**src/sv/sfir_pkg.sv**
```systemverilog
// sfir_pkg: constants, configuration struct and helper functions
// shared by the separable 2-d fir filter modules; no dependencies
package sfir_pkg;

  localparam int MAX_TAPS   = 8;
  localparam int TAP_W      = 3;
  localparam int CNT_W      = 4;
  localparam int COEF_W     = 16;
  localparam int FRAC_BITS  = 14;
  localparam int ROUND_ADD  = 1 << (FRAC_BITS - 1);
  localparam int DATA_W     = 64;
  localparam int ADDR_W     = 6;
  localparam int OWR_W      = 11;

  typedef enum logic [2:0] {
    REG_TAP_X  = 3'd0,
    REG_TAP_Y  = 3'd1,
    REG_ROW_LO = 3'd2,
    REG_ROW_HI = 3'd3,
    REG_COL_LO = 3'd4,
    REG_COL_HI = 3'd5,
    REG_OUT_W  = 3'd6
  } reg_idx_e;

  typedef struct packed {
    logic [CNT_W-1:0]  tap_count_x;
    logic [CNT_W-1:0]  tap_count_y;
    logic [DATA_W-1:0] row_taps_low;
    logic [DATA_W-1:0] row_taps_high;
    logic [DATA_W-1:0] col_taps_low;
    logic [DATA_W-1:0] col_taps_high;
    logic [OWR_W-1:0]  out_width;
  } cfg_t;

  function automatic logic [CNT_W-1:0] clamp_taps(input logic [CNT_W-1:0] t);
    logic [CNT_W-1:0] r;
    r = t;
    if (t == '0) r = CNT_W'(1);
    else if (t > CNT_W'(MAX_TAPS)) r = CNT_W'(MAX_TAPS);
    return r;
  endfunction

  function automatic logic signed [COEF_W-1:0] coef_sel(input logic [DATA_W-1:0] lo,
                                                         input logic [DATA_W-1:0] hi,
                                                         input logic [TAP_W-1:0] k);
    logic [DATA_W-1:0] w;
    w = k[2] ? hi : lo;
    return w[k[1:0]*COEF_W +: COEF_W];
  endfunction

endpackage

```
**src/sv/sfir_apb_regs.sv**
```systemverilog
// sfir_apb_regs: apb configuration register file
// depends on sfir_pkg
module sfir_apb_regs (
  input  logic                        clk_i,
  input  logic                        rst_ni,
  input  logic                        psel,
  input  logic                        penable,
  input  logic                        pwrite,
  input  logic [sfir_pkg::ADDR_W-1:0] paddr,
  input  logic [sfir_pkg::DATA_W-1:0] pwdata,
  output logic [sfir_pkg::DATA_W-1:0] prdata,
  output logic                        pready,
  output sfir_pkg::cfg_t              cfg_o
);
  import sfir_pkg::*;

  cfg_t     cfg_q;
  reg_idx_e idx;
  logic     wr_en;

  assign idx    = reg_idx_e'(paddr[ADDR_W-1:3]);
  assign wr_en  = psel && penable && pwrite;
  assign pready = 1'b1;
  assign cfg_o  = cfg_q;

  always_ff @(posedge clk_i or negedge rst_ni) begin
    if (!rst_ni) begin
      cfg_q.tap_count_x   <= CNT_W'(1);
      cfg_q.tap_count_y   <= CNT_W'(1);
      cfg_q.row_taps_low  <= DATA_W'(ROUND_ADD << 1);
      cfg_q.row_taps_high <= '0;
      cfg_q.col_taps_low  <= DATA_W'(ROUND_ADD << 1);
      cfg_q.col_taps_high <= '0;
      cfg_q.out_width     <= OWR_W'(1024);
    end else if (wr_en) begin
      case (idx)
        REG_TAP_X:  cfg_q.tap_count_x   <= pwdata[CNT_W-1:0];
        REG_TAP_Y:  cfg_q.tap_count_y   <= pwdata[CNT_W-1:0];
        REG_ROW_LO: cfg_q.row_taps_low  <= pwdata;
        REG_ROW_HI: cfg_q.row_taps_high <= pwdata;
        REG_COL_LO: cfg_q.col_taps_low  <= pwdata;
        REG_COL_HI: cfg_q.col_taps_high <= pwdata;
        REG_OUT_W:  cfg_q.out_width     <= pwdata[OWR_W-1:0];
        default: ;
      endcase
    end
  end

  always_comb begin
    case (idx)
      REG_TAP_X:  prdata = DATA_W'(cfg_q.tap_count_x);
      REG_TAP_Y:  prdata = DATA_W'(cfg_q.tap_count_y);
      REG_ROW_LO: prdata = cfg_q.row_taps_low;
      REG_ROW_HI: prdata = cfg_q.row_taps_high;
      REG_COL_LO: prdata = cfg_q.col_taps_low;
      REG_COL_HI: prdata = cfg_q.col_taps_high;
      REG_OUT_W:  prdata = DATA_W'(cfg_q.out_width);
      default:    prdata = '0;
    endcase
  end

endmodule

```
**config.mk**
```make
export PLATFORM = sky130hd
export DESIGN_NAME = sfir_apb_regs
export DESIGN_NICKNAME = d
export VERILOG_FILES = /design/src/sv/sfir_pkg.sv /design/src/sv/sfir_apb_regs.sv
export SDC_FILE = /design/constraint.sdc
export NUM_CORES = 1
export LEC_CHECK = 0
export BUFFER_PORTS_ARGS = -buffer_cell sky130_fd_sc_hd__buf_2
export CELL_PAD_IN_SITES_DETAIL_PLACEMENT = 1
export CELL_PAD_IN_SITES_GLOBAL_PLACEMENT = 2
export CORE_MARGIN = 5
export CORE_UTILIZATION = 36
export CTS_BUF_LIST = sky130_fd_sc_hd__clkbuf_4 sky130_fd_sc_hd__clkbuf_8 sky130_fd_sc_hd__clkbuf_16
export DETAILED_ROUTE_END_ITERATION = 10
export GPL_TIMING_DRIVEN = 0
export HOLD_SLACK_MARGIN = 0.08
export PLACE_DENSITY = 0.84
export SETUP_SLACK_MARGIN = 0.02
export SYNTH_ARGS = -nofsm -noshare
export SYNTH_HDL_FRONTEND = slang
export SYNTH_SLANG_ARGS = --single-unit
```
**constraint.sdc**
```tcl
create_clock -name clk_i -period 1.77 [get_ports clk_i]
set_input_delay 0.177 -clock clk_i [delete_from_list [all_inputs] [get_ports clk_i]]
set_output_delay 0.177 -clock clk_i [all_outputs]
set_load 0.005 [all_outputs]
```
==> impl_results.md <==
- Leakage: 8.46 nW
- IO Pins: 415
- Average size of a mapped cell: 14.2 sq um
- Sequential-to-total area share from yosys stat: 56.7%
- Setup repair after global routing missed its margin: true
- Count of mapped cells out of synthesis: 856
- Routed wire per std cell: 26.1 um
- Synthesis warning total: 0
- Number of unique standard cell types used by synthesis: 34
- Clock sink count: 275
- Type of the setup path with the least slack: flop to primary output
- Most used flip-flop cell after synthesis: dfrtp_1
- Core ar.: 33400 sq um
- Area enclosed by the die boundary: 37500 sq um
- Leading post-synthesis cells by cell area: dfrtp_1, mux2_2, a221oi_1, a22oi_1, a21oi_1
- Horizontal die dimension: 194 um
- Hold violation count in the final report: 0
- Final #Nets: 1457
- Root buffer cell: clkbuf_16
- Register-to-register path setup slack: 840 ps
- First-pass GRT wire length: 72400 um
- Maximum number of pins on one net before global-route repair: 118
- TritonCTS clock tree: built
- Simple-gate portion of the synthesized area: 1.77%
- Total of fill cells in the finished design: 3505
- Antenna violations before repair: 2
- Number of enable-type register cells in the synthesized netlist: 0
- DP HPWL: 33600 um
- Starting Density: 36.3%
- Worst slew pin tran: 654 ps
- # Max-Cap Violations: 0
- Critical Path Fanout Max: 2
- Mean number of vias per cell: 5.38
- R2r worst-path depth: 2
- FP Rows: 67
- DRC violation total after the first TritonRoute iteration: 411
- Latest clock arrival within the worst-skew pair: 550 ps
- Setup ws final: -64.8 ps
- Fin. max-slew vios: 0
- Setup crit end kind: primary output
- Area occupied by multi-input gates: 4990 sq um
- Count of TritonRoute iterations in the first routing pass: 4
- Port buffer count: 409
- Sum of routed wire length over all layers: 48300 um
- Worst endpoint data arrival time: 1660 ps
- Time the final worst path needs with I/O delays and setup: 1830 ps
- Largest vdd supply drop: 0.000776 V
- Async SR Flop Fraction: 100%
- Gr usage total: 24.7%
- Nets in the synthesized netlist: 931
- Clock transition at the register clock pins on the worst setup and hold paths after CTS: 60 ps
- Final worst hold slack: 113 ps
- Final instance area: 17000 sq um
- Achievable frequency: 0.545 GHz
- Count of vias placed by the detailed router: 9962
- Adder-cell share of the synthesized area: 0%
- Xor/xnor cell area share of the yosys netlist: 0%
- Congestion Overflow GR: 0
- Failing checks: negative setup slack
- Final setup violating endpoints: 7
- Die span in y: 194 um
- Vias in the first global route: 10900
- Sequential Area: 6890 sq um
- Class of the most critical hold timing path: input port to async pin
- Multiplexer area fraction after synthesis: 26.9%
- Cell type contributing the most total cell area after synthesis: dfrtp_1
- Antenna Nets Post-Route: 0
- Share of Yosys cell area claimed by the top area cell type: 55.6%
- Flip-flop count of the largest register after layout: 275
- Required time worst endpoint: 1590 ps
- Worst Clk Skew: 0 ps
- Buffer depth of the longest clock path: 3
- Share of post-route cells with drive strength above 1: 60.6%
- Run status: finished with violations
- Power Dens Cells: 1170 nW/um^2
- Crit path launch: cfg_o[271]
- Placed instance area: 14800 sq um
- Final critical-path share of the clock period: 104%
- Total standard cell area after synthesis: 12100 sq um
- Count of H-tree levels built during CTS: 1
- DRC violation count after routing: 0
- RePlAce Congestion: 0.833
- #FFs+latches synth: 275
- Startpoint of the worst register-to-register path: cfg_o[204]
- Category of the worst setup path launch point: flop
- Layout area overhead: 39.9%
- CTS buffer count: 30
- Worst slew margin relative to its limit: 56.4%
- Share of the synthesized area in compound gates (AO/OA/AOI/OAI): 11.2%
- Combinational family with the most area after synthesis: multiplexers
==> report_power, final <==
group	internal (mW)	total (mW)	leakage [nW]	switching (mW)
clock	4.29	6.87	0.537	2.58
sequential	7.54	8.62	3.50	1.08
combinational	2.40	4.45	4.42	2.05
total	14.2	19.9	8.46	5.71
==> worst max-delay path, cell delays in order (launching register included) <==
cell and delay [ps]:
dfstp_2 530, mux2i_1 60, a211o_1 270, o211ai_1 100, buf_2 150
==> layout by cell type (no fill, tap or decap), types with 4 or more instances in the layout <==
cell type / count
a22oi_1: 51
buf_6: 13
bufinv_16: 6
a221o_1: 8
clkbuf_16: 31
mux2_2: 263
buf_2: 422
clkbuf_8: 5
dfstp_2: 5
mux2_1: 12
dfrtp_1: 270
a22o_1: 8
a221oi_1: 34
clkbuf_4: 10
dlygate4sd3_1: 65
clkbuf_2: 11
buf_8: 6
nor2_1: 8
a221oi_2: 18
clkinv_2: 4
mux2i_1: 17
a21oi_1: 49
buf_4: 38
==> synth_stat cells, types with 3 or more instances <==
master / instances
dfrtp_1: 270
mux2_2: 263
a21oi_1: 52
a221oi_1: 52
a22oi_1: 52
buf_2: 27
clkbuf_1: 19
mux2i_1: 17
buf_4: 14
mux2_1: 12
nor2_1: 9
a221o_1: 8
a22o_1: 8
buf_6: 7
buf_1: 5
dfstp_2: 5
nor2b_1: 4
a211o_1: 3
a21boi_0: 3
a31oi_1: 3
nor2_4: 3
nor4bb_1: 3
o211ai_1: 3
==> metrics by stage <==
step                      total power, mW  instances  setup slack [ps]  utilization [%]  TNS [ps]
final                                19.9       1850             -64.8             50.8      -135
after global routing                 20.9       1850              -123             50.8      -685
after CTS                            20.0       1840             -85.9             50.1      -437
after detailed placement             12.8       1715              -635             44.3    -50570
after global placement               12.6       1713             -4530             44.1  -1274690
after floorplan                      10.2        856               370                -         0
==> cell type report <==
cell class	count	share of cell area, %
Buffer	72	3.34
Antenna cell	2	0.0294
Clock buffer	40	5.15
Tap cell	448	3.30
Sequential cell	275	40.5
Clock inverter	10	1.18
Multi-Input combinational cell	507	29.4
Timing Repair Buffer	494	17.1
Inverter	2	0.0442
==> per-layer routing <==
metal	up-vias	GRT usage, %	wire length (um)
li1	4329	-	-
met4	0	5.48	1100
met1	5239	31.6	20100
met5	-	0	0
met2	332	42.8	24100
met3	62	5.58	2980
==> path summary, 6_finish.rpt <==
path	to
max	prdata[0]
min	cfg_o[157]
max reg2reg	cfg_o[204]
min reg2reg	cfg_o[87]
max in group asynchronous	cfg_o[192]
min in group clk_i	cfg_o[10]
==> timing repair <==
action                                 CTS  global route
buffers inserted                        10             8
resized for setup                       61            38
hold buffers                            65             0
pin swaps                                4             3
endpoints found under the hold margin  547             0
setup endpoints to repair               63            53
==> logic make-up (layout without fill, tap and decap cells) <==
kind of cell / after synthesis / count (layout)
AO/OA/AOI/OAI: 186 / 186
buffers and inverters: 74 / 618
flip-flops: 275 / 275
multiplexers: 292 / 292
other: 1 / 3
AND/OR/NAND/NOR: 28 / 28
Power figures use the tool's default switching activity.
