$ cat src/sv/sfir_pkg.sv
// sfir_pkg: constants, configuration struct and helper functions
// shared by the separable 2-d fir filter modules; no dependencies
package sfir_pkg;

  localparam int MAX_TAPS   = 8;
  localparam int TAP_W      = 3;
  localparam int CNT_W      = 4;
  localparam int COEF_W     = 16;
  localparam int FRAC_BITS  = 14;
  localparam int ROUND_ADD  = 1 << (FRAC_BITS - 1);
  localparam int DATA_W     = 64;
  localparam int ADDR_W     = 6;
  localparam int OWR_W      = 11;

  typedef enum logic [2:0] {
    REG_TAP_X  = 3'd0,
    REG_TAP_Y  = 3'd1,
    REG_ROW_LO = 3'd2,
    REG_ROW_HI = 3'd3,
    REG_COL_LO = 3'd4,
    REG_COL_HI = 3'd5,
    REG_OUT_W  = 3'd6
  } reg_idx_e;

  typedef struct packed {
    logic [CNT_W-1:0]  tap_count_x;
    logic [CNT_W-1:0]  tap_count_y;
    logic [DATA_W-1:0] row_taps_low;
    logic [DATA_W-1:0] row_taps_high;
    logic [DATA_W-1:0] col_taps_low;
    logic [DATA_W-1:0] col_taps_high;
    logic [OWR_W-1:0]  out_width;
  } cfg_t;

  function automatic logic [CNT_W-1:0] clamp_taps(input logic [CNT_W-1:0] t);
    logic [CNT_W-1:0] r;
    r = t;
    if (t == '0) r = CNT_W'(1);
    else if (t > CNT_W'(MAX_TAPS)) r = CNT_W'(MAX_TAPS);
    return r;
  endfunction

  function automatic logic signed [COEF_W-1:0] coef_sel(input logic [DATA_W-1:0] lo,
                                                         input logic [DATA_W-1:0] hi,
                                                         input logic [TAP_W-1:0] k);
    logic [DATA_W-1:0] w;
    w = k[2] ? hi : lo;
    return w[k[1:0]*COEF_W +: COEF_W];
  endfunction

endpackage

$ cat src/sv/sfir_round_sat.sv
// sfir_round_sat: round half up, drop fraction bits, saturate with clip flag
// depends on sfir_pkg
module sfir_round_sat #(
  parameter int IN_W  = 35,
  parameter int OUT_W = 20
) (
  input  logic signed [IN_W-1:0]  acc_i,
  output logic signed [OUT_W-1:0] q_o,
  output logic                    clip_o
);
  import sfir_pkg::*;

  localparam int SH_W = IN_W + 1 - FRAC_BITS;
  localparam logic signed [SH_W-1:0] HI = {{(SH_W-OUT_W+1){1'b0}}, {(OUT_W-1){1'b1}}};
  localparam logic signed [SH_W-1:0] LO = ~HI;

  logic signed [IN_W:0]   x;
  logic signed [SH_W-1:0] s;

  assign x = {acc_i[IN_W-1], acc_i} + (IN_W+1)'(ROUND_ADD);
  assign s = x[IN_W:FRAC_BITS];

  always_comb begin
    q_o    = s[OUT_W-1:0];
    clip_o = 1'b0;
    priority if (s > HI) begin
      q_o    = HI[OUT_W-1:0];
      clip_o = 1'b1;
    end else if (s < LO) begin
      q_o    = LO[OUT_W-1:0];
      clip_o = 1'b1;
    end
  end

endmodule

$ cat config.mk
export PLATFORM = sky130hd
export DESIGN_NAME = sfir_round_sat
export DESIGN_NICKNAME = d
export VERILOG_FILES = /design/src/sv/sfir_pkg.sv /design/src/sv/sfir_round_sat.sv
export SDC_FILE = /design/constraint.sdc
export NUM_CORES = 1
export LEC_CHECK = 0
export ABC_CLOCK_PERIOD_IN_PS = 1300
export BUFFER_PORTS_ARGS = -buffer_cell sky130_fd_sc_hd__buf_2
export CAP_MARGIN = 0
export CORE_MARGIN = 4
export CORE_UTILIZATION = 39
export DETAILED_ROUTE_END_ITERATION = 12
export GPL_TIMING_DRIVEN = 1
export PLACE_DENSITY = 0.81
export SETUP_SLACK_MARGIN = 0.4
export SYNTH_ARGS = -nofsm -noshare
export SYNTH_HDL_FRONTEND = slang
export SYNTH_SLANG_ARGS = --single-unit
export TNS_END_PERCENT = 30
$ cat constraint.sdc
create_clock -name vclk -period 1.3
set_input_delay 0 -clock vclk [all_inputs]
set_output_delay 0 -clock vclk [all_outputs]
set_load 0.05 [all_outputs]
==> flow_summary.json, run 1 <==
{
  "syn_nets": 146,
  "firstError": "[ERROR DPL-0038] Utilization greater than 100%, impossible to legalize",
  "worstEndpointGrtRepair": "q_o[7]",
  "pin_count": 56,
  "ctsHoldBuffers": 0,
  "die_h_um": 52.0,
  "synth_cell_types": 39,
  "synth_seq_area_share_pct": 0,
  "dp_hpwl_mm": 2.64,
  "row_count": 15,
  "ys_warn_count": 0,
  "synth.largest_area_cell": "xor2_1",
  "synth_cells": 110,
  "lastStage": "global routing",
  "postSynthAreaPerCell_um2": 6.86,
  "synth_top_area_share_pct": 10.4,
  "status": "did not finish",
  "place.gp.congestion": 0.885,
  "endpoint_type": "top-level output",
  "place_inst": 213,
  "portBuffers": 43,
  "synth_area_um2": 754,
  "grt_max_degree": 13,
  "synth_area_leaders": "xor2_1, xnor2_1, o21ai_0",
  "dieWidth_um": 52.0,
  "initial_utilization_pct": 42.3
}
## metrics by stage
step | util (%) | worst slack, ns | area, µm² | hold slack, ns
after floorplan | - | -0.362 | 845 | 0.280
after global placement | 76.1 | -0.307 | 1360 | 0.551
after detailed placement | 76.1 | -0.374 | 1360 | 0.567
after CTS | 94.6 | -0.201 | 1690 | 0.512
## cells by family after synthesis
group / after synthesis / share of synthesized area, %
and+or+nand+nor: 46 / 37.5
AOI/OAI and AO/OA: 36 / 32.3
xor gates and xnor gates: 17 / 19.7
buffers and inverters: 9 / 7.46
muxes: 1 / 1.33
adders and majority gates: 1 / 1.66
## synth_stat cells, drive strengths merged, types with 2 or more instances
library cell	number
and4	3
o211ai	3
buf	4
xnor2	8
nand3	9
xor2	9
inv	2
nand2	9
and3	7
a21oi	5
nor3	3
nand4	4
a31oi	3
clkbuf	3
o21ai	18
nor2	4
## what timing repair did
item / CTS
setup endpoints to repair: 21
setup buffers: 6
endpoints found under the hold margin: 0
pin swaps: 20
cloned: 0
resized for setup: 77
==> run 2: changes to the inputs <==
==> config.mk (replaced) <==
export PLATFORM = sky130hd
export DESIGN_NAME = sfir_round_sat
export DESIGN_NICKNAME = d
export VERILOG_FILES = /design/src/sv/sfir_pkg.sv /design/src/sv/sfir_round_sat.sv
export SDC_FILE = /design/constraint.sdc
export NUM_CORES = 1
export LEC_CHECK = 0
export ABC_CLOCK_PERIOD_IN_PS = 1700
export BUFFER_PORTS_ARGS = -buffer_cell sky130_fd_sc_hd__buf_2
export CAP_MARGIN = 0
export CORE_AREA = 4 4 65 67
export DETAILED_ROUTE_END_ITERATION = 12
export DIE_AREA = 0 0 69 71
export GPL_TIMING_DRIVEN = 1
export PLACE_DENSITY_LB_ADDON = 0.15
export SYNTH_ARGS = -nofsm -noshare
export SYNTH_HDL_FRONTEND = slang
export SYNTH_SLANG_ARGS = --single-unit
export TNS_END_PERCENT = 30
==> constraint.sdc (replaced) <==
create_clock -name vclk -period 1.7
set_input_delay 0 -clock vclk [all_inputs]
set_output_delay 0 -clock vclk [all_outputs]
set_load 0.05 [all_outputs]
==> run 2 against run 1 <==
  * The flow now finishes without violations
  * Synthesized cell count stayed put
  * Area after synthesis stayed put
==> flow_summary.json, run 2 <==
{
  "status": "completed",
  "power_density_nw_per_um2": 312,
  "finish.utilization_pct": 44.4,
  "fin_crit_ns": 1.66,
  "postSynthAreaPerCell_um2": 6.86,
  "pin_count": 56,
  "wl_per_cell_um": 12.7,
  "placed_area_um2": 1380,
  "grt_max_degree": 13,
  "yosysMostFrequentCell": "o21ai_0",
  "stdcell_area_um2": 1610,
  "final_cells": 243,
  "synthTopCellsByCount": "o21ai_0, xor2_1, nand2_1, nand3_1, xnor2_1",
  "path_depth": 10,
  "cpMaxStageDelayCell": "or2_4",
  "synth.largest_area_cell": "xor2_1",
  "synth_top_area_share_pct": 10.4,
  "synth_cell_types": 39,
  "row_count": 22,
  "rsz0062_at_grt": "yes",
  "seq_area_um2": 0,
  "grt_overflow": 0,
  "worst_setup_path_startpoint": "acc_i[28]",
  "syn_nets": 146,
  "grt_pass1_vias": 1098,
  "setup_viol": 0,
  "synth_area_um2": 754,
  "most-common-layout-cells": "buf_4, buf_2, buf_6, xor2_1",
  "vias": 1159,
  "wirelength_mm": 3.10,
  "crit_chain": "buf_2, nand3_2, buf_4, or2_4, o31ai_4, nor3b_4, buf_6, buf_6, o21ai_1, buf_2",
  "final_nets": 233,
  "worstPathRequired_ns": 1.70,
  "relSlewSlack_pct": 71.5,
  "grt_pass1_wl_mm": 5.02,
  "crit_fanout": 5,
  "synth_cells": 110,
  "diodes": 0,
  "ys_warn_count": 0,
  "dieWidth_um": 69,
  "clock_buffers": 0,
  "coreArea_um2": 3630,
  "die_h_um": 71,
  "synth_area_leaders": "xor2_1, xnor2_1, o21ai_0",
  "design.seq.count": 0,
  "dp_hpwl_mm": 2.47,
  "critical-path-top-delay-family": "buffers and inverters",
  "place_inst": 238,
  "antenna_found_initial": 0,
  "critPathArrivalTime_ns": 1.66,
  "path_class": "input pin to output pin",
  "avgViaCountPerCell": 4.77,
  "max_cap_violations": 0,
  "drc": 0,
  "worst-path-buf-inv": 5,
  "portBuffers": 43,
  "postRouteAntennaNets": 0,
  "fin_crit_sh_pct": 97.9,
  "track_usage_pct": 11.8,
  "dr.pass1.iters": 4,
  "worst_path_largest_cell_delay_ns": 0.27,
  "hold_viol_final": 0,
  "fillers": 387,
  "crit_path_start_kind": "input pin",
  "tightest_slew_ns": 0.427,
  "ir_drop_uv": 114,
  "total_leakage_power_nw": 0.708,
  "area_delta_synth_final_pct": 114,
  "finalMaxSlewViolations": 0,
  "cp-endpoint": "q_o[0]",
  "ctsHoldBuffers": 0,
  "dieArea_um2": 4900,
  "layout_commonest_cell": "buf_4",
  "drive_gt1_share_pct": 62.1,
  "end_kind": "output pin",
  "hold_path_class": "input pin to output pin",
  "initial_utilization_pct": 20.8,
  "place.gp.congestion": 0.770,
  "synth_seq_area_share_pct": 0,
  "finalPower_uw": 504,
  "drt_iter0_drc": 9,
  "fmax_mhz": 601
}
[run 2: worst min-delay path by stage]
stage                          from  endpoint  slack [ns]  depth (start not counted)
after CTS                 acc_i[24]   q_o[10]        0.46                          4
final                     acc_i[24]   q_o[10]        0.45                          4
after detailed placement  acc_i[24]   q_o[10]        0.49                          4
after global routing      acc_i[24]   q_o[10]        0.48                          4
after global placement    acc_i[24]   q_o[10]        0.49                          4
after floorplan           acc_i[20]    q_o[6]        0.28                          2
[run 2: layout make-up]
cell class / count / area (µm²) / share of cell area (%)
multi-input cells: 101 / 817 / 50.6
repair buffers: 92 / 729 / 45.2
well taps: 48 / 60.1 / 3.72
inverters: 2 / 7.51 / 0.465
[run 2: per-stage QoR]
| step | setup TNS (ns) | setup WS (ns) | hold WS, ns |
|---|---|---|---|
| floorplan | -2.08 | -0.293 | 0.283 |
| global placement | -4.04 | -0.392 | 0.485 |
| detailed placement | -5.10 | -0.475 | 0.487 |
| CTS | -0.0493 | -0.0175 | 0.465 |
| global route | -0.155 | -0.0298 | 0.479 |
| finish | 0 | 0.0362 | 0.448 |
[run 2: logic make-up after synthesis]
| logic type | Yosys count | share of synthesized area [%] |
|---|---|---|
| and+or+nand+nor | 46 | 37.5 |
| AOI/OAI and AO/OA | 36 | 32.3 |
| xor gates and xnor gates | 17 | 19.7 |
| buffers and inverters | 9 | 7.46 |
| muxes | 1 | 1.33 |
| adders and majority gates | 1 | 1.66 |
[run 2: what timing repair did]
action	CTS	global route
pin swaps	2	3
cloned	1	0
buffers inserted	2	3
setup endpoints to repair	16	18
resized for setup	39	17
[run 2: metal layers]
layer  global-route usage [%]  up-vias  routed length, µm
met5                        0        -                  0
met4                        0        0                  0
met3                    0.994        0                121
met2                     23.7       30               1660
met1                     14.3      542               1320
li1                         -      587                  -
[run 2: report_power, final]
group,switching [mW],internal [mW],total (mW)
Combinational,0.297,0.207,0.504
Clock,0,0,0
Sequential,0,0,0
Total,0.297,0.207,0.504
Note: power is estimated with default switching activity, not from simulation.
==> run 3: changes to the inputs <==
==> constraint.sdc (replaced) <==
create_clock -name vclk -period 1.7
set_input_delay 0.085 -clock vclk [all_inputs]
set_output_delay 0.085 -clock vclk [all_outputs]
set_load 0.05 [all_outputs]
==> run 3 against run 2 <==
  * Final cell count fell by 1.2%
  * Power rose by 4.3%
  * Worst hold slack improved by 0.20 ns
  * Critical path depth did not move
  * Critical endpoint is now q_o[5]
  * Fmax fell by 1.6%
  * Largest cell class unchanged
  * Utilization rose by 1.9 points
  * Global-route usage rose by 1.3 points
  * Final area rose by 4.3%
  * Combinational power rose by 4.4%
  * Via count fell by 0.60%
  * First-iteration DRC count rose to 4.0 times the previous value
  * Clock-buffer cell count did not move
==> flow_summary.json, run 3 (synthesis results as in run 2) <==
{
  "design.seq.count": 0,
  "drc": 0,
  "worst_path_largest_cell_delay_ns": 0.29,
  "crit_top_cell": "buf_6",
  "place.gp.congestion": 0.905,
  "hold_path_class": "input pin to output pin",
  "seq_area_um2": 0,
  "setup_viol": 0,
  "finalPower_uw": 526,
  "clock_buffers": 0,
  "dieWidth_um": 69,
  "drt_iter0_drc": 36,
  "drive_gt1_share_pct": 66.7,
  "ir_drop_uv": 135,
  "power_density_nw_per_um2": 313,
  "switching_share_pct": 58.9,
  "area_delta_synth_final_pct": 123,
  "coreArea_um2": 3630,
  "p_seq_share_pct": 0,
  "status": "completed",
  "ctsHoldBuffers": 0,
  "grt_pass1_vias": 1203,
  "cpMaxStageDelayCell": "or2_4",
  "diodes": 0,
  "vias": 1152,
  "end_kind": "output pin",
  "p_comb_share_pct": 100.0,
  "finish.utilization_pct": 46.3,
  "dieArea_um2": 4900,
  "path_class": "input pin to output pin",
  "clkPwrFrac_pct": 0,
  "row_count": 22,
  "crit_path_start_kind": "input pin",
  "total_leakage_power_nw": 0.717,
  "avgViaCountPerCell": 4.80,
  "whs_ns": 0.644,
  "dr.pass1.iters": 4,
  "max_cap_violations": 0,
  "most-common-layout-cells": "buf_4, buf_6, buf_2, o21ai_2, xor2_1",
  "grt_max_degree": 9,
  "fin_crit_sh_pct": 99.4,
  "worstPathRequired_ns": 1.62,
  "layout_commonest_cell": "buf_4",
  "crit_fanout": 5,
  "finalMaxSlewViolations": 0,
  "fin_crit_ns": 1.69,
  "internal_power_uw": 216,
  "wl_per_cell_um": 13.9,
  "hold_viol_final": 0,
  "critPathArrivalTime_ns": 1.61,
  "postRouteAntennaNets": 0,
  "pin_count": 56,
  "crit_chain": "buf_8, nand3_4, or2_4, buf_12, nor3_4, nor3b_4, buf_6, buf_6, o21ai_2, buf_6",
  "relSlewSlack_pct": 77.8,
  "fmax_mhz": 592,
  "grt_pass1_wl_mm": 5.58,
  "p_switching_uw": 310,
  "antenna_found_initial": 0,
  "grt_overflow": 0,
  "die_h_um": 71,
  "initial_utilization_pct": 20.8,
  "tns_ns": 0,
  "rsz0062_at_grt": "yes",
  "dp_hpwl_mm": 2.52,
  "tightest_slew_ns": 0.329,
  "final_nets": 230,
  "wirelength_mm": 3.34,
  "portBuffers": 43,
  "track_usage_pct": 13.1
}
## run 3: cell types whose count changed in the layout (fill, tap and decap cells not counted), moves of 2 or more
cell / delta
and3_2: +2
buf_2: -8
buf_4: +4
nand3_2: -3
nand3_4: +3
o21ai_1: -6
o21ai_2: +5
## run 3: worst paths after layout
kind / slack, ns / cells after the start / end / startpoint
worst max-delay path: 0.01 / 10 / q_o[5] / acc_i[27]
worst min-delay path: 0.64 / 4 / q_o[16] / acc_i[30]
## run 3: area by class of cell
cell class / instances / area, µm²
fillers: 363 / 1950
inverters: 2 / 7.51
multi-input cells: 101 / 888
repair buffers: 89 / 727
well taps: 48 / 60.1
## run 3: power groups by stage
stage	clock, mW	combinational, mW	sequential (mW)
final	0	0.526	0
after global routing	0	0.555	0
after CTS	0	0.502	0
after detailed placement	0	0.432	0
after global placement	0	0.428	0
after floorplan	0	0.278	0
## run 3: routing by layer
metal  up-vias  global-route usage (%)  wire length (µm)
met3         2                   0.994               108
met5         -                       0                 0
li1        581                       -                 -
met2        26                    27.4              1820
met4         0                   0.651                15
met1       543                    14.7              1400
## run 3: critical path: cells and delay by family
| kind | cells | cell delay (ns) |
|---|---|---|
| AO/OA/AOI/OAI | 1 | 0.13 |
| buffers and inverters | 5 | 0.65 |
| AND/OR/NAND/NOR | 4 | 0.72 |
## run 3: repair_timing
| action | 4_1_cts | 5_1_grt |
|---|---|---|
| setup buffers | 4 | 2 |
| pin swaps | 13 | 5 |
| resized for setup | 52 | 24 |
| endpoints found under the setup margin | 18 | 19 |
| cloned | 1 | 0 |
## run 3: metrics by stage
stage	instance area [µm²]	worst slack, ns	std cells
after global routing	1680	-0.0310	240
after floorplan	841	-0.189	110
after global placement	1360	-0.111	233
after detailed placement	1360	-0.124	233
final	1680	0.00990	240
after CTS	1590	-0.0111	238
