===== src/sv/sfir_pkg.sv =====
// sfir_pkg: constants, configuration struct and helper functions
// shared by the separable 2-d fir filter modules; no dependencies
package sfir_pkg;

  localparam int MAX_TAPS   = 8;
  localparam int TAP_W      = 3;
  localparam int CNT_W      = 4;
  localparam int COEF_W     = 16;
  localparam int FRAC_BITS  = 14;
  localparam int ROUND_ADD  = 1 << (FRAC_BITS - 1);
  localparam int DATA_W     = 64;
  localparam int ADDR_W     = 6;
  localparam int OWR_W      = 11;

  typedef enum logic [2:0] {
    REG_TAP_X  = 3'd0,
    REG_TAP_Y  = 3'd1,
    REG_ROW_LO = 3'd2,
    REG_ROW_HI = 3'd3,
    REG_COL_LO = 3'd4,
    REG_COL_HI = 3'd5,
    REG_OUT_W  = 3'd6
  } reg_idx_e;

  typedef struct packed {
    logic [CNT_W-1:0]  tap_count_x;
    logic [CNT_W-1:0]  tap_count_y;
    logic [DATA_W-1:0] row_taps_low;
    logic [DATA_W-1:0] row_taps_high;
    logic [DATA_W-1:0] col_taps_low;
    logic [DATA_W-1:0] col_taps_high;
    logic [OWR_W-1:0]  out_width;
  } cfg_t;

  function automatic logic [CNT_W-1:0] clamp_taps(input logic [CNT_W-1:0] t);
    logic [CNT_W-1:0] r;
    r = t;
    if (t == '0) r = CNT_W'(1);
    else if (t > CNT_W'(MAX_TAPS)) r = CNT_W'(MAX_TAPS);
    return r;
  endfunction

  function automatic logic signed [COEF_W-1:0] coef_sel(input logic [DATA_W-1:0] lo,
                                                         input logic [DATA_W-1:0] hi,
                                                         input logic [TAP_W-1:0] k);
    logic [DATA_W-1:0] w;
    w = k[2] ? hi : lo;
    return w[k[1:0]*COEF_W +: COEF_W];
  endfunction

endpackage


===== src/sv/sfir_hcell.sv =====
// sfir_hcell: one horizontal window cell, holds a sample, passes it on
// and forms its registered coefficient product; depends on sfir_pkg
module sfir_hcell #(
  parameter int SAMPLE_BITS = 16
) (
  input  logic                                          clk_i,
  input  logic                                          rst_ni,
  input  logic                                          shift_i,
  input  logic                                          mul_en_i,
  input  logic signed [SAMPLE_BITS-1:0]                 din_i,
  input  logic signed [sfir_pkg::COEF_W-1:0]            coef_i,
  output logic signed [SAMPLE_BITS-1:0]                 dout_o,
  output logic signed [SAMPLE_BITS+sfir_pkg::COEF_W-1:0] prod_o
);
  import sfir_pkg::*;

  logic signed [SAMPLE_BITS-1:0]        sample_q;
  logic signed [SAMPLE_BITS+COEF_W-1:0] prod_q;

  always_ff @(posedge clk_i or negedge rst_ni) begin
    if (!rst_ni) begin
      sample_q <= '0;
    end else if (shift_i) begin
      sample_q <= din_i;
    end
  end

  always_ff @(posedge clk_i) begin
    if (mul_en_i) begin
      prod_q <= coef_i * sample_q;
    end
  end

  assign dout_o = sample_q;
  assign prod_o = prod_q;

endmodule


===== config.mk =====
export PLATFORM = sky130hd
export DESIGN_NAME = sfir_hcell
export DESIGN_NICKNAME = d
export VERILOG_FILES = /design/src/sv/sfir_pkg.sv /design/src/sv/sfir_hcell.sv
export SDC_FILE = /design/constraint.sdc
export NUM_CORES = 1
export LEC_CHECK = 0
export BUFFER_PORTS_ARGS = -buffer_cell sky130_fd_sc_hd__buf_2
export CORE_MARGIN = 2
export CORE_UTILIZATION = 40
export DETAILED_ROUTE_END_ITERATION = 7
export GPL_TIMING_DRIVEN = 0
export MAX_ROUTING_LAYER = met4
export PLACE_DENSITY = 0.69
export RECOVER_POWER = 50
export SKIP_LAST_GASP = 1
export SYNTH_ARGS = -nofsm -noshare
export SYNTH_HDL_FRONTEND = slang
export SYNTH_SLANG_ARGS = --single-unit

===== constraint.sdc =====
create_clock -name clk_i -period 8.6 [get_ports clk_i]
set_input_delay 0 -clock clk_i [delete_from_list [all_inputs] [get_ports clk_i]]
set_output_delay 0 -clock clk_i [all_outputs]
set_load 0.02 [all_outputs]

==> metrics.md, run 1 <==
| Metric | Value |
|---|---|
| Result of the run | `finished with violations` |
| Violated checks | `capacitance limit, slew limit` |
| Post-synthesis xor/xnor area fraction | `0.0262` |
| Die area | `29800 µm²` |
| Synth Area in Simple Gates | `0.137` |
| Worst EP arrival | `7630 ps` |
| Post-synthesis adder-cell area fraction | `0.552` |
| Vias per cell | `4.94` |
| Layout cells sized above 1 | `0.0662` |
| DRT iter0 DRCs | `394` |
| Post-synth top flop | `edfxtp_1` |
| Net count, final | `1632` |
| Most common cell after layout, fill and taps aside | `inv_1` |
| Grt ovf | `0` |
| Max_slew headroom | `-0.446` |
| DRC viols | `0` |
| GPL Wtd Cong | `0.941` |
| Row count | `61` |
| Detailed Place HPWL | `23200 µm` |
| Post-Syn Area | `11400 µm²` |
| Clk Latency, worst-skew pair | `320 ps` |
| Core Area | `27900 µm²` |
| Clk sinks | `48` |
| Clock Skew | `13.2 ps` |
| Metal3 WL | `1740 µm` |
| Crit path required time | `8660 ps` |
| DR vias | `8063` |
| Final Setup Violations | `0` |
| Critical path launch point type | `flip-flop` |
| FF+latch count, synth | `48` |
| Sequential element share of the synthesized area | `0.120` |
| Setup_tns | `0 ps` |
| Starting Density | `0.408` |
| Placed Cells | `1606` |
| Top-area cell type share of the netlist area | `0.462` |
| # Max-Cap Violations | `1` |
| Routed wire length | `27900 µm` |
| WL/cell | `17.1 µm` |
| Area grow syn2layout | `10.6%` |
| Reg clk slew, reported paths | `80 ps` |
| Post-route clock period utilization | `0.880` |
| Mux share of post-synthesis cell area | `0.0149` |
| CTS Buf Count | `5` |
| Hold Fails Final Rpt | `0` |
| First-pass GRT wire length | `45700 µm` |
| Drt first pass iters | `5` |
| Largest net degree at the start of global routing | `33` |
| Die height | `173 µm` |
| Post-Layout Cell Count | `1632` |
| Main combinational cell family by area after synthesis | `adder cells` |
| Synth Area in Compound Gates | `0.0438` |
| Post-synth ARST share | `0.333` |
| Worst-Margin Slew | `2170 ps` |
| WL met2 | `13900 µm` |
| Avg Cell Area, Syn | `9.92 µm²` |
| Dominant cells by area after synthesis | `fa_1, inv_1, ha_1` |
| Detail Route Antenna Nets | `0` |
| Crit path max fanout | `10` |
| Final min period | `7570 ps` |
| Yosys warns | `0` |
| Final Slew Violations | `33` |
| Top Ports | `84` |
| HP Class | `input pin to flip-flop` |
| Highest metal used | `met4` |
| Gr usage total | `0.202` |
| Max Buffers Root-to-Sink | `2` |
| Leading area contributor after synthesis | `fa_1` |
| Met1 WL | `11400 µm` |
| H-tree depth | `2` |
| Most frequent cells in the layout | `inv_1, fa_1, nand2_1` |
| CTS root buffer | `clkbuf_16` |
| Die width | `173 µm` |
| Post-CTS sizing | `0` |
| Vias in the first global route | `8589` |
| CP Class | `flip-flop to flip-flop` |
| EDFF count, synth | `32` |
| Initial antenna violation count | `1` |
| Synth Instances | `1146` |
| Nature of the critical path endpoint | `flip-flop` |
| Syn nets | `1526` |
| Fmax achieved | `132 MHz` |
| TritonCTS clock tree | `done` |
| Port bufs | `82` |
| Number of distinct library cells after synthesis | `49` |
| Hold buffer count at cts | `17` |
| Post-CTS Setup Repair Bufs | `0` |
| RSZ-0062 raised after global routing | `no` |
-- cell type report --
cell class              instances  area, µm²
clock buffers                   7        175
well taps                     378        473
repair buffers                 99        548
plain buffers                  36        135
clock inverters                 1       8.76
flip-flops and latches         48       1360
multi-input cells             774       8790
inverters                     288       1080
diodes                          1       2.50
fillers                      2692      15300
-- state kept, by name, summed over array words and instances (netlist names) --
| signal | flops |
|---|---|
| dout_o | 16 |
| prod_o | 32 |
-- synth_stat cells (all sizes together), types with 2 or more instances --
cell type	count
nor2b	2
clkbuf	32
xor2	6
and2	124
edfxtp	32
o31ai	2
a21oi	23
buf	4
ha	82
o21bai	3
o211ai	2
nor2	25
o311ai	2
a31oi	4
o21a	3
nand2	128
inv	288
fa	262
o21ai	11
a21o	11
mux2	15
xnor2	28
dfrtp	16
a221o	2
a211oi	2
o41ai	2
nor3	3
nand4	2
and3	6
nand2b	8
-- routing by layer --
| metal | vias to the layer above | track usage |
|---|---|---|
| met5 | - | - |
| met4 | 0 | 0.0552 |
| met3 | 53 | 0.0308 |
| met2 | 240 | 0.340 |
| met1 | 4156 | 0.255 |
| li1 | 3614 | - |
-- final timing paths --
kind                       startpoint         end  slack [ps]  cells after the start
max                         dout_o[2]  prod_o[31]        1030                     20
min                         coef_i[0]   prod_o[0]         130                      2
max reg2reg                 dout_o[2]  prod_o[31]        1030                     20
min reg2reg                dout_o[13]  dout_o[13]         750                      1
max in group asynchronous      rst_ni  dout_o[15]        7760                      2
min in group asynchronous      rst_ni   dout_o[4]         310                      2
-- through the flow --
step / util / area [µm²] / setup slack [ps] / hold slack, ps
floorplan: - / 11400 / 2270 / -296
global placement: 0.440 / 12200 / 1240 / -79.6
detailed placement: 0.440 / 12200 / 1150 / -70.7
CTS: 0.452 / 12600 / 1060 / 128
global route: 0.451 / 12600 / 701 / 142
finish: 0.451 / 12600 / 1030 / 127
-- cell families (layout without fill, tap and decap cells) --
group	after synthesis	count (layout)
adders and majority gates	344	344
muxes	15	15
buffers and inverters	324	431
xor gates and xnor gates	34	34
DFF	48	48
and+or+nand+nor	307	307
AOI/OAI and AO/OA	74	74
other	0	1
-- critical path, cell delays in order (launching register included) --
cell      delay [ps]
dfrtp_1          660
clkbuf_1         530
nand2_1          180
inv_1            130
fa_1             580
fa_1             580
fa_1             440
fa_1             520
fa_1             500
inv_1             50
fa_1             470
inv_1             40
ha_1             360
nand3_1          270
a211oi_1         710
a22o_1           330
a211o_1          160
and3_4           220
a221o_1          280
and4_4           250
nor3_1            50
Power of run 1 is left out: the tool's default activity adds up to more than one toggle a clock period on the data nets, which glitch-free logic cannot reach.
==> inputs of run 2 (changes only) <==
==> constraint.sdc (replaced) <==
create_clock -name clk_i -period 8.6 [get_ports clk_i]
set_input_delay 1.72 -clock clk_i [delete_from_list [all_inputs] [get_ports clk_i]]
set_output_delay 1.72 -clock clk_i [all_outputs]
set_load 0.02 [all_outputs]
==> metrics.md, run 2 (synthesis results as in run 1) <==
| Metric | Value |
|---|---|
| CP Class | `input pin to flip-flop` |
| Final Setup Violations | `0` |
| Starting Density | `0.408` |
| Row count | `61` |
| Routed wire length | `27500 µm` |
| Max Buffers Root-to-Sink | `2` |
| Worst hold path startpoint | `dout_o[14]` |
| Crit path required time | `8660 ps` |
| First-pass GRT wire length | `45100 µm` |
| H-tree depth | `2` |
| Hold Path End | `dout_o[14]` |
| Initial antenna violation count | `1` |
| HP Class | `flip-flop to flip-flop` |
| Detailed Place HPWL | `23200 µm` |
| # Max-Cap Violations | `1` |
| Layout cells sized above 1 | `0.0744` |
| Fmax achieved | `122 MHz` |
| Worst R2R Path Depth | `20` |
| Crit. Startpoint | `coef_i[15]` |
| FF-to-FF End | `prod_o[31]` |
| Placed Cells | `1606` |
| CTS root buffer | `clkbuf_16` |
| Post-Layout Cell Count | `1615` |
| Most frequent cells in the layout | `inv_1, fa_1, nand2_1` |
| Drt first pass iters | `5` |
| Top Ports | `84` |
| Die width | `173 µm` |
| Core Area | `27900 µm²` |
| Grt ovf | `0` |
| Final instance area | `12400 µm²` |
| Vias in the first global route | `8476` |
| Critical path launch point type | `input pin` |
| Vias per cell | `4.93` |
| Final min period | `8220 ps` |
| Largest net degree at the start of global routing | `33` |
| Reg clk slew, reported paths | `80 ps` |
| Area after DPL | `12200 µm²` |
| Crit path max fanout | `10` |
| Result of the run | `finished with violations` |
| FF-to-FF setup slack | `1310 ps` |
| Area grow syn2layout | `9.26%` |
| Die height | `173 µm` |
| Die area | `29800 µm²` |
| RSZ-0062 raised after global routing | `no` |
| Nature of the critical path endpoint | `flip-flop` |
| GPL Wtd Cong | `0.941` |
| Net count, final | `1615` |
| Max reg flops | `32` |
| Worst-Margin Slew | `2180 ps` |
| DRT iter0 DRCs | `417` |
| DRC viols | `0` |
| CTS Buf Count | `5` |
| Port bufs | `82` |
| Gr usage total | `0.199` |
| Hold Fails Final Rpt | `0` |
| Worst reg2reg path startpoint | `dout_o[2]` |
| TritonCTS clock tree | `done` |
| Worst EP arrival | `8280 ps` |
| Post-route clock period utilization | `0.956` |
| Fillers | `2703` |
| Detail Route Antenna Nets | `0` |
| Setup_tns | `0 ps` |
| Hold Path Depth | `1` |
| Max_slew headroom | `-0.453` |
| Final Slew Violations | `33` |
| Register area | `1360 µm²` |
| Clk sinks | `48` |
| WL/cell | `17.0 µm` |
| Most common cell after layout, fill and taps aside | `inv_1` |
| Clock Skew | `14.4 ps` |
| Multi-input logic area | `8790 µm²` |
| DR vias | `7957` |
| Violated checks | `capacitance limit, slew limit` |
| Clk Latency, worst-skew pair | `320 ps` |
-- run 2: cell count changes in the layout (fill, tap and decap cells not counted), sizes merged --
cell / change
dlygate4sd3: -17
buf: +8
clkbuf: -8
-- run 2: per-layer routing --
| layer | share of wire | global-route usage | routed length (µm) | vias to the layer above |
|---|---|---|---|---|
| li1 | - | - | - | 3579 |
| met2 | 0.50 | 0.333 | 13700 | 252 |
| met1 | 0.41 | 0.254 | 11300 | 4076 |
| met3 | 0.062 | 0.0303 | 1710 | 50 |
| met4 | 0.028 | 0.0534 | 774 | 0 |
| met5 | 0 | - | 0 | - |
-- run 2: area by class of cell --
class | count | area share
antenna | 1 | 0.000202
buffer | 36 | 0.0109
clock buffer | 7 | 0.0141
clock inverter | 1 | 0.000705
inverter | 288 | 0.0871
multi-input combinational | 774 | 0.708
sequential | 48 | 0.110
tap | 378 | 0.0381
timing repair buffer | 82 | 0.0312
-- run 2: worst max-delay path, cell delays in order --
cell	delay, ps
buf_2	140
clkbuf_1	520
nand2_1	200
inv_1	170
fa_1	560
fa_1	580
fa_1	450
fa_1	520
fa_1	500
inv_1	50
fa_1	470
inv_1	40
ha_1	370
nand3_1	280
a211oi_2	460
a22o_1	290
a211o_1	160
and3_4	220
a221o_1	280
and4_4	250
nor3_1	50
-- run 2: how the worst max path moves through the flow --
| stage | depth (start not counted) | end | slack, ps |
|---|---|---|---|
| after global routing | 21 | prod_o[31] | 80 |
| after floorplan | 20 | prod_o[31] | 1170 |
| after CTS | 21 | prod_o[31] | 230 |
| after detailed placement | 21 | prod_o[31] | -100 |
| final | 21 | prod_o[31] | 380 |
| after global placement | 21 | prod_o[31] | -50 |
-- run 2: what timing repair did --
action,4_1_cts,5_1_grt
setup endpoints to repair,0,2
buffers inserted,0,0
resized for setup,0,1
hold buffers,0,0
-- run 2: per-stage QoR --
| step | hold WS (ps) | util | setup slack [ps] |
|---|---|---|---|
| CTS | 752 | 0.446 | 231 |
| floorplan | 729 | - | 1170 |
| global placement | 722 | 0.440 | -49.7 |
| detailed placement | 736 | 0.440 | -99.1 |
| finish | 745 | 0.446 | 376 |
| global route | 783 | 0.446 | 79.8 |
Power of run 2 is left out for the same reason.
==> inputs of run 3 (changes only) <==
Settings changed: CAP_MARGIN set to 20, CORE_UTILIZATION 40 to 60, PLACE_DENSITY 0.69 to 0.91.
==> metrics.md, run 3 (synthesis results as in run 1) <==
| Metric | Value |
|---|---|
| Result of the run | `finished with violations` |
| Violated checks | `capacitance limit, slew limit` |
| Nature of the critical path endpoint | `flip-flop` |
| FF-to-FF setup slack | `1270 ps` |
| Clk sinks | `48` |
| DRT iter0 DRCs | `597` |
| Die height | `142 µm` |
| Worst EP arrival | `8200 ps` |
| Setup_tns | `0 ps` |
| Hold Fails Final Rpt | `0` |
| Drt first pass iters | `5` |
| H-tree depth | `2` |
| Final Setup Violations | `0` |
| DRC viols | `0` |
| Net count, final | `1615` |
| Detailed Place HPWL | `23400 µm` |
| Crit path max fanout | `10` |
| Clock Skew | `4.89 ps` |
| Fillers | `1459` |
| Area grow syn2layout | `7.23%` |
| Vias in the first global route | `9106` |
| Post-CTS sizing | `0` |
| Top Ports | `84` |
| Diode count | `0` |
| Final Slew Violations | `33` |
| Port bufs | `82` |
| DR vias | `8280` |
| Hold Path End | `dout_o[0]` |
| Worst reg2reg path startpoint | `dout_o[8]` |
| Most common cell after layout, fill and taps aside | `inv_1` |
| Layout cells sized above 1 | `0.0720` |
| Worst R2R Path Depth | `23` |
| Starting Density | `0.610` |
| Detail Route Antenna Nets | `0` |
| Worst-Margin Slew | `1700 ps` |
| Hold Path Depth | `1` |
| Crit path required time | `8650 ps` |
| Initial antenna violation count | `0` |
| Row count | `50` |
| GPL Wtd Cong | `1.04` |
| Die width | `142 µm` |
| Worst hold path startpoint | `dout_o[0]` |
| # Max-Cap Violations | `1` |
| Vias per cell | `5.63` |
| Die area | `20100 µm²` |
| Largest net degree at the start of global routing | `33` |
| FF-to-FF End | `prod_o[31]` |
| Grt ovf | `0` |
| HP Class | `flip-flop to flip-flop` |
| Register area | `1360 µm²` |
| Gr usage total | `0.306` |
| TritonCTS clock tree | `done` |
| Post-CTS Setup Repair Bufs | `0` |
| Final min period | `8150 ps` |
| Max_slew headroom | `-0.132` |
| Post-route clock period utilization | `0.948` |
| Reg clk slew, reported paths | `70 ps` |
| Multi-input logic area | `8790 µm²` |
| Max reg flops | `32` |
| WL/cell | `18.8 µm` |
| Hold buffer count at cts | `0` |
| Max Buffers Root-to-Sink | `2` |
| CTS Buf Count | `5` |
| RSZ-0062 raised after global routing | `no` |
| Core Area | `18600 µm²` |
| CTS root buffer | `clkbuf_16` |
| Clk Latency, worst-skew pair | `310 ps` |
| Fmax achieved | `123 MHz` |
| Routed wire length | `27600 µm` |
| Most frequent cells in the layout | `inv_1, fa_1, nand2_1` |
| CP Class | `input pin to flip-flop` |
| First-pass GRT wire length | `45300 µm` |
| Critical path launch point type | `input pin` |
[run 3: cell types whose count changed in the layout (fill, tap and decap cells not counted)]
| cell | before | now |
|---|---|---|
| a211oi_1 | 1 | 2 |
| a211oi_2 | 1 | 0 |
| buf_2 | 64 | 63 |
| clkbuf_1 | 50 | 51 |
| clkbuf_16 | 7 | 5 |
| clkinv_1 | 0 | 1 |
| clkinv_2 | 0 | 1 |
| diode_2 | 1 | 0 |
[run 3: how the worst max path moves through the flow]
stage                           from    endpoint  slack [ps]  depth (start not counted)
after global placement     coef_i[7]  prod_o[31]         370                         23
after CTS                 coef_i[15]  prod_o[31]         560                         20
final                      coef_i[7]  prod_o[31]         450                         23
after detailed placement  coef_i[15]  prod_o[31]         260                         20
after floorplan           coef_i[15]  prod_o[31]        1170                         20
after global routing      coef_i[15]  prod_o[31]         280                         21
[run 3: metrics by stage]
stage,area [µm²],cells,setup slack (ps),util,hold WS (ps)
6_report,12200,1470,450,0.654,748
5_1_grt,12200,1470,284,0.654,766
4_1_cts,12200,1470,561,0.655,729
3_5_place_dp,12100,1462,259,0.647,711
3_3_place_gp,12100,1462,365,0.647,680
2_1_floorplan,11400,1146,1170,-,729
[run 3: cell type report]
class / instances / area share
Multi-Input combinational cell: 774 / 0.721
Timing Repair Buffer: 82 / 0.0317
Clock inverter: 3 / 0.00144
Clock buffer: 5 / 0.0103
Sequential cell: 48 / 0.112
Inverter: 288 / 0.0887
Tap cell: 234 / 0.0240
Buffer: 36 / 0.0111
[run 3: worst max-delay path: stages]
cell and delay (ps):
buf_2 210, clkbuf_1 510, nand2_1 160, fa_1 560, inv_1 50, fa_1 490
inv_1 60, fa_1 540, inv_1 50, fa_1 490, fa_1 500, inv_1 50
fa_1 500, inv_1 50, ha_1 360, a21oi_1 210, o21ai_0 140, a22o_1 220
a211o_1 300, and3_4 190, a221o_1 410, nor4_1 320, nor3_1 100
[run 3: layer usage]
layer | GRT usage | routed length (µm)
met1 | 0.359 | 9780
met2 | 0.517 | 14000
met3 | 0.0537 | 2260
met4 | 0.144 | 1530
met5 | - | 0
Power of run 3 is left out for the same reason.
